File: src/hw/rtl/trs_pkg.sv
// Types and constants of the thread runtime energy share block.
`default_nettype none
package trs_pkg;

	localparam logic [1:0] STATUS_FOUND = 2'd0;
	localparam logic [1:0] STATUS_NEW   = 2'd1;
	localparam logic [1:0] STATUS_FULL  = 2'd2;

	localparam logic [16:0] ONE_Q16 = 17'd65536;

	localparam logic [3:0] ADDR_CPU_COUNT   = 4'd0;
	localparam logic [3:0] ADDR_RUNTIME_INT = 4'd4;
	localparam logic [3:0] ADDR_REPORT_THR  = 4'd8;

	localparam logic [10:0] CPU_COUNT_RST   = 11'd1;
	localparam logic [31:0] RUNTIME_INT_RST = 32'd1000000;
	localparam logic [16:0] REPORT_THR_RST  = 17'd3277;

	typedef struct packed {
		logic [30:0]        thread_id;
		logic [63:0]        runtime_now;
		logic signed [31:0] energy_delta;
	} sample_t;

	typedef struct packed {
		logic [1:0]         status;
		logic [16:0]        busy_fraction;
		logic signed [31:0] energy_share;
		logic               report;
	} result_t;

	typedef enum logic [2:0] {
		ST_IDLE,
		ST_SEARCH,
		ST_PLACE,
		ST_FRAC_DIV,
		ST_MUL,
		ST_SHARE_GO,
		ST_SHARE_DIV,
		ST_DONE
	} state_t;

	typedef struct packed {
		logic load_in;
		logic search_step;
		logic place;
		logic frac_div_start;
		logic frac_one;
		logic frac_take;
		logic mul;
		logic share_div_start;
		logic share_take;
		logic out_load;
	} cmd_t;

	typedef struct packed {
		logic found;
		logic exhausted;
		logic full;
		logic delta_ge;
		logic div_idle;
	} sts_t;

endpackage
`default_nettype wire

File: src/hw/rtl/trs_ctrl.sv
// Sequencer of the energy share block.
`default_nettype none
module trs_ctrl import trs_pkg::*; (
	input  wire logic clk,
	input  wire logic arst_n,
	input  wire logic sample_valid,
	output logic      sample_ready,
	output logic      result_valid,
	input  wire logic result_ready,
	input  wire sts_t sts,
	output cmd_t      cmd
);
	state_t state_q;
	state_t state_d;
	logic   out_vld_q;
	logic   out_free;

	assign out_free = !out_vld_q || result_ready;

	// State register and result valid
	always_ff @(posedge clk or negedge arst_n) begin
		if (!arst_n) begin
			state_q   <= ST_IDLE;
			out_vld_q <= 1'b0;
		end else begin
			state_q <= state_d;
			if (cmd.out_load) begin
				out_vld_q <= 1'b1;
			end else if (result_ready) begin
				out_vld_q <= 1'b0;
			end
		end
	end

	// Next state and commands
	always_comb begin
		state_d      = state_q;
		cmd          = '0;
		sample_ready = 1'b0;
		case (state_q)
			ST_IDLE: begin
				sample_ready = 1'b1;
				if (sample_valid) begin
					cmd.load_in = 1'b1;
					state_d     = ST_SEARCH;
				end
			end
			ST_SEARCH: begin
				cmd.search_step = 1'b1;
				if (sts.found || sts.exhausted) begin
					state_d = ST_PLACE;
				end
			end
			ST_PLACE: begin
				cmd.place = 1'b1;
				if (sts.full) begin
					state_d = ST_DONE;
				end else if (sts.delta_ge) begin
					cmd.frac_one = 1'b1;
					state_d      = ST_MUL;
				end else begin
					cmd.frac_div_start = 1'b1;
					state_d            = ST_FRAC_DIV;
				end
			end
			ST_FRAC_DIV: begin
				if (sts.div_idle) begin
					cmd.frac_take = 1'b1;
					state_d       = ST_MUL;
				end
			end
			ST_MUL: begin
				cmd.mul = 1'b1;
				state_d = ST_SHARE_GO;
			end
			ST_SHARE_GO: begin
				cmd.share_div_start = 1'b1;
				state_d             = ST_SHARE_DIV;
			end
			ST_SHARE_DIV: begin
				if (sts.div_idle) begin
					cmd.share_take = 1'b1;
					state_d        = ST_DONE;
				end
			end
			ST_DONE: begin
				if (out_free) begin
					cmd.out_load = 1'b1;
					state_d      = ST_IDLE;
				end
			end
			default: begin
				state_d = ST_IDLE;
			end
		endcase
	end

	assign result_valid = out_vld_q;
endmodule
`default_nettype wire

File: config.mk
export PLATFORM = sky130hd
export DESIGN_NAME = trs_ctrl
export DESIGN_NICKNAME = d
export VERILOG_FILES = /design/src/hw/rtl/trs_pkg.sv /design/src/hw/rtl/trs_ctrl.sv
export SDC_FILE = /design/constraint.sdc
export NUM_CORES = 1
export LEC_CHECK = 0
export BUFFER_PORTS_ARGS = -buffer_cell sky130_fd_sc_hd__buf_2
export CORE_AREA = 5 5 42 44
export CTS_BUF_LIST = sky130_fd_sc_hd__clkbuf_16
export DETAILED_ROUTE_END_ITERATION = 16
export DIE_AREA = 0 0 47 49
export PLACE_DENSITY = 0.6
export SLEW_MARGIN = 10
export SYNTH_ARGS = -nofsm -noshare
export SYNTH_HDL_FRONTEND = slang
export SYNTH_SLANG_ARGS = --single-unit
File: constraint.sdc
create_clock -name clk -period 2.63 [get_ports clk]
set_clock_uncertainty 0.1 [all_clocks]
set_input_delay 0.1315 -clock clk [delete_from_list [all_inputs] [get_ports clk]]
set_output_delay 0.1315 -clock clk [all_outputs]
set_load 0.01 [all_outputs]
==> results of run 1 <==
-- worst min-delay path, stage by stage --
cell and delay, ns:
buf_2 0.07, nor2b_1 0.06, nand2b_1 0.14
-- logic make-up after synthesis --
| group | count (synthesis) |
|---|---|
| AO/OA/AOI/OAI | 10 |
| multiplexers | 1 |
| flip-flops | 4 |
| AND/OR/NAND/NOR | 24 |
| buffers and inverters | 4 |
-- area by class of cell --
type / instances / area [um^2]
clock buffer: 3 / 75.1
multi-input combinational: 35 / 204
fill: 167 / 888
inverter: 1 / 3.75
tap: 16 / 20.0
sequential: 4 / 100
timing repair buffer: 21 / 110
-- layout by cell type (no fill, tap or decap), types with 2 or more instances in the layout --
master / count
buf_2: 20
nand2_1: 5
a21oi_1: 3
nor3b_1: 2
nor3_1: 3
o22ai_1: 3
nor2b_1: 3
nor2_1: 5
clkbuf_16: 3
dfrtp_1: 4
-- through the flow --
stage                     util, %  hold slack, ns
after floorplan                 -          -0.264
after global placement       30.5          -0.157
after detailed placement     30.5          -0.156
after CTS                    36.6           0.137
after global routing         36.6           0.172
final                        36.6           0.134
-- flip-flops by register name (all words and copies together), names as in the netlist --
name          cells
result_valid      1
state_q           3
-- final timing paths --
| check | start | slack [ns] | end | cells past startpoint |
|---|---|---|---|---|
| worst max-delay path | state_q[1] | 1.01 | cmd[1] | 3 |
| worst max register to register | state_q[1] | 1.16 | state_q[1] | 4 |
| max in group asynchronous | arst_n | 2.15 | result_valid | 2 |
| worst min register to register | state_q[0] | 0.61 | state_q[2] | 1 |
| worst min-delay path | result_ready | 0.13 | result_valid | 3 |
| min in group asynchronous | arst_n | 0.16 | state_q[2] | 2 |
-- routing by layer --
layer	GRT usage (%)	routed length [um]
met3	2.21	50
met4	6.91	0
met1	10.6	417
met2	14.5	468
met5	0	0
-- power by group --
part / internal (mW) / leakage, nW / total [mW] / switching (mW)
registers: 0.0917 / 0.0469 / 0.174 / 0.0819
logic: 0.114 / 0.185 / 0.229 / 0.115
clock network: 0.194 / 0.0370 / 0.236 / 0.0414
-- cell usage after synthesis, drive strengths merged, types with 2 or more instances --
library cell / count / area, um^2
nor3b: 2 / 15.0
nand2: 5 / 18.8
o22ai: 3 / 18.8
a21oi: 3 / 15.0
dfrtp: 4 / 100
buf: 3 / 15.0
nor2b: 3 / 18.8
nand2b: 2 / 20.0
nor3: 3 / 15.0
nor2: 5 / 18.8
-- repair_timing --
action / CTS / global route
resized for setup: 0 / 0
hold buffers: 1 / 0
endpoints found under the hold margin: 4 / 0
==> impl_metrics.tcl, run 1 <==
set metrics [dict create \
    drtIter0Drc 3 \
    nets 75 \
    fin_cells 80 \
    tightest_slew_ns 0.445 \
    num_vias 369 \
    cp_cell_sequence "nand2_1 -> nor3b_1 -> buf_2" \
    path_class "reg -> out" \
    dpl.cell_count 76 \
    grt_pass1_vias 380 \
    synth_edf_count 0 \
    synth_compound_area_share_pct 19.4 \
    yosysWarnings 0 \
    setup_violations 0 \
    syn_nets 52 \
    ios 21 \
    max_stage_delay_ns 0.60 \
    dpl.hpwl_um 673 \
    syn_to_final_growth_pct 58.9 \
    max_cap_violations 0 \
    h-tree-depth 1 \
    synth-seq-cells 4 \
    final_max_slew_viol_count 0 \
    synth-seq-area-share_pct 31.0 \
    cp_top_family "flip-flops" \
    rsz0062_at_grt "false" \
    power_leakage_nw 0.268 \
    worstHoldPathType "in -> reg" \
    startpoint_type "register" \
    postPlaceCellArea_um2 428 \
    grt_pass1_wl_um 1540 \
    drc 0 \
    final.setup.tns_ns 0 \
    cts_buffer_depth 2 \
    fin_area_um2 513 \
    status "completed" \
    arrival_ns 1.39 \
    port_buffers 20 \
    path_buf_inv 1 \
    synth-xor-area-share_pct 0 \
    synth-simple-area-share_pct 40.3 \
    cts-buffers-inserted 3 \
    slowest_stage "dfrtp_1" \
    synth.mux.area_fraction_pct 3.49 \
    power_density_nw_per_um2 1240 \
    grt_remaining_overflow 0 \
    synth-adder-area-share_pct 0 \
    timing.final.crit_share_pct 61.6 \
    antenna_left 0 \
    antenna_found_initial 0 \
    die-area_um2 2300 \
    worstSkewPairLatency_ns 0.22 \
    routedWlPerCell_um 11.7 \
    rows 14 \
    fmax_ghz 0.617 \
    cts_tree "yes" \
    synthArstFlopShare_pct 100 \
    die_h_um 49 \
    die_w_um 47 \
    viasPerCell 4.61 \
    post_cts_buffers 0 \
    clk_pin_slew_ns 0.03 \
    synth_top_family_by_area "simple AND/OR/NAND/NOR gates" \
    synthCells 43 \
    end_kind "primary output" \
    setup_ws_ns 1.01 \
    ir_drop_uv 452 \
    wl_um 936 \
    drt-pass1-iter-count 4 \
    core_area_um2 1400 \
    required_ns 2.40 \
    avgSynthCellArea_um2 7.51 \
    place.gp.congestion 0.661 \
    yosysUniqueCellTypes 21 \
    track_usage_pct 9.39 \
    crit_fanout 14 \
    period_needed_ns 1.62 \
    finalHoldViolCount 0 \
    p_total_uw 638 \
    grt_start_max_net_pins 15 \
    clock_sinks 4 \
    start_util_pct 23.0 \
    dp_slack_ns 1.18 \
    synth_area_um2 323 \
    drive_gt1_share_pct 39.1 \
    ys.flop_type "dfrtp_1" \
    cts_root_buffer "clkbuf_16" \
    relSlewSlack_pct 70.3 \
    diodes 0 \
]
(Power assumes the default switching activity.)
==> run 2: changes to the inputs <==
ABC_AREA = 1   (was not set)
PLACE_DENSITY = 0.66   (was 0.6)
clock period = 1.7 ns   (was 2.63 ns; I/O delays follow)
==> run 2 against run 1 <==
  * Register-to-register slack worse by 0.80 ns
  * Critical path depth is 1 higher
  * Worst hold slack got worse by 0.045 ns
  * Routed wire length up 8.5%
==> impl_metrics.tcl, run 2 <==
set metrics [dict create \
    dpl.cell_count 96 \
    wl_met1_um 449 \
    comb_power_share_pct 47.2 \
    clock_sinks 4 \
    avgSynthCellArea_um2 6.60 \
    postPlaceCellArea_um2 512 \
    finalHoldViolCount 0 \
    worstHoldPathType "in -> reg" \
    p_total_mw 1.16 \
    synth-simple-area-share_pct 56.2 \
    largest_reg_flops 3 \
    relSlewSlack_pct 79.2 \
    syn_to_final_growth_pct 48.1 \
    track_usage_pct 9.69 \
    p_seq_share_pct 20.4 \
    synth-xor-area-share_pct 0 \
    synth_edf_count 0 \
    synthCells 61 \
    cts_root_buffer "clkbuf_16" \
    startpoint_type "register" \
    die-area_um2 2300 \
    fin_util_pct 42.6 \
    timing.final.crit_share_pct 89.8 \
    drt-pass1-iter-count 4 \
    hold_slack_ns 0.0881 \
    max_cap_violations 0 \
    setup_ws_ns 0.174 \
    synth-seq-area-share_pct 24.8 \
    dp_slack_ns 0.373 \
    syn_nets 70 \
    clk_pin_slew_ns 0.03 \
    cts-buffers-inserted 3 \
    fin_area_um2 597 \
    path_class "reg -> out" \
    grt_remaining_overflow 0 \
    antenna_left 0 \
    power_leakage_nw 0.363 \
    tightest_slew_ns 0.312 \
    crit_fanout 8 \
    synth_top_area_cell "dfrtp_1" \
    final.setup.tns_ns 0 \
    die_h_um 49 \
    routedWlPerCell_um 10.2 \
    top_register "state_q" \
    yosysWarnings 0 \
    rsz0062_at_grt "false" \
    synth-seq-cells 4 \
    synth_top_cells_by_area "dfrtp_1 (25%), nand2_1 (16%), nand3_2 (9.9%)" \
    ys.flop_type "dfrtp_1" \
    diodes 0 \
    post_cts_buffers 0 \
    nets 95 \
    synth.most_common_cell "nand2_1" \
    synth-adder-area-share_pct 0 \
    switching_share_pct 43.2 \
    status "completed" \
    cts_tree "yes" \
    period_needed_ns 1.53 \
    rows 14 \
    port_buffers 20 \
    final_common_cell "buf_2" \
    synth_compound_area_share_pct 5.90 \
    synthArstFlopShare_pct 100 \
    start_util_pct 28.7 \
    wl_um 1020 \
    slowest_stage "dfrtp_1" \
    yosysUniqueCellTypes 19 \
    worstSkewPairLatency_ns 0.23 \
    h-tree-depth 1 \
    synth_top_family_by_area "simple AND/OR/NAND/NOR gates" \
    viasPerCell 4.48 \
    power_density_nw_per_um2 1940 \
    grt_start_max_net_pins 9 \
    ir_drop_uv 441 \
    antenna_found_initial 0 \
    required_ns 1.51 \
    synth.mux.area_fraction_pct 0 \
    cp_cell_sequence "nor2_2 -> nand2_1 -> nor3_1 -> buf_2" \
    fin_cells 100 \
    cts_buffer_depth 2 \
    place.gp.congestion 0.722 \
    drc 0 \
    dr_wl_met2_um 499 \
    arrival_ns 1.34 \
    reg2reg_slack_ns 0.36 \
    fmax_ghz 0.655 \
    layout_common_cells "buf_2 (20), nand2_1 (17), inv_1 (9), nor2_1 (5)" \
    grt_pass1_wl_um 1630 \
    net-switching-power_uw 501 \
    wl_met3_um 41 \
    drive_gt1_share_pct 45.2 \
    final_max_slew_viol_count 0 \
    drtIter0Drc 11 \
    top_layer "met4" \
    p_int_uw 658 \
    max_stage_delay_ns 0.48 \
    end_kind "primary output" \
    synth_area_um2 403 \
    grt_pass1_vias 418 \
    pwr-share-clk_pct 32.3 \
    cts_hold_buffers 1 \
    cts_resized 0 \
    ios 21 \
    yosysTopAreaCellShare_pct 24.8 \
    num_vias 448 \
    synth_common_cells "nand2_1 (17), inv_1 (9), nor2_1 (5)" \
    dpl.hpwl_um 809 \
    core_area_um2 1400 \
    die_w_um 47 \
    setup_violations 0 \
]
[run 2: final cells by class]
class / instances / area [um^2]
fill: 152 / 805
multi-input combinational: 45 / 250
timing repair buffer: 21 / 110
sequential: 4 / 100
clock buffer: 3 / 75.1
inverter: 11 / 41.3
tap: 16 / 20.0
[run 2: per-layer routing]
layer | GRT usage (%) | up-vias
met3 | 1.11 | 2
met1 | 11.1 | 200
met2 | 15.6 | 10
met4 | 6.91 | 0
li1 | - | 236
met5 | 0 | -
[run 2: power groups by stage]
stage          clock network [mW]  logic, mW  registers (mW)
3_5_place_dp                    0      0.547           0.237
2_1_floorplan                   0      0.442           0.204
4_1_cts                     0.374      0.551           0.236
3_3_place_gp                    0      0.546           0.231
5_1_grt                     0.385      0.616           0.246
6_report                    0.375      0.547           0.237
[run 2: worst paths after layout]
check	endpoint	startpoint	depth (start not counted)
max	cmd[5]	state_q[0]	4
min	result_valid	result_ready	4
max reg2reg	state_q[0]	state_q[0]	7
min reg2reg	result_valid	result_valid	2
max in group asynchronous	result_valid	arst_n	2
min in group asynchronous	state_q[1]	arst_n	2
[run 2: cells by family (layout without fill, tap and decap cells)]
kind of cell,after synthesis,after routing
buf+inv,12,35
simple gates,41,41
flops,4,4
compound gates,4,4
[run 2: worst max-delay path, delay by kind of cell, from the launching register on]
kind | cells | cell delay [ns]
buf+inv | 1 | 0.16
flops | 1 | 0.48
simple gates | 3 | 0.48
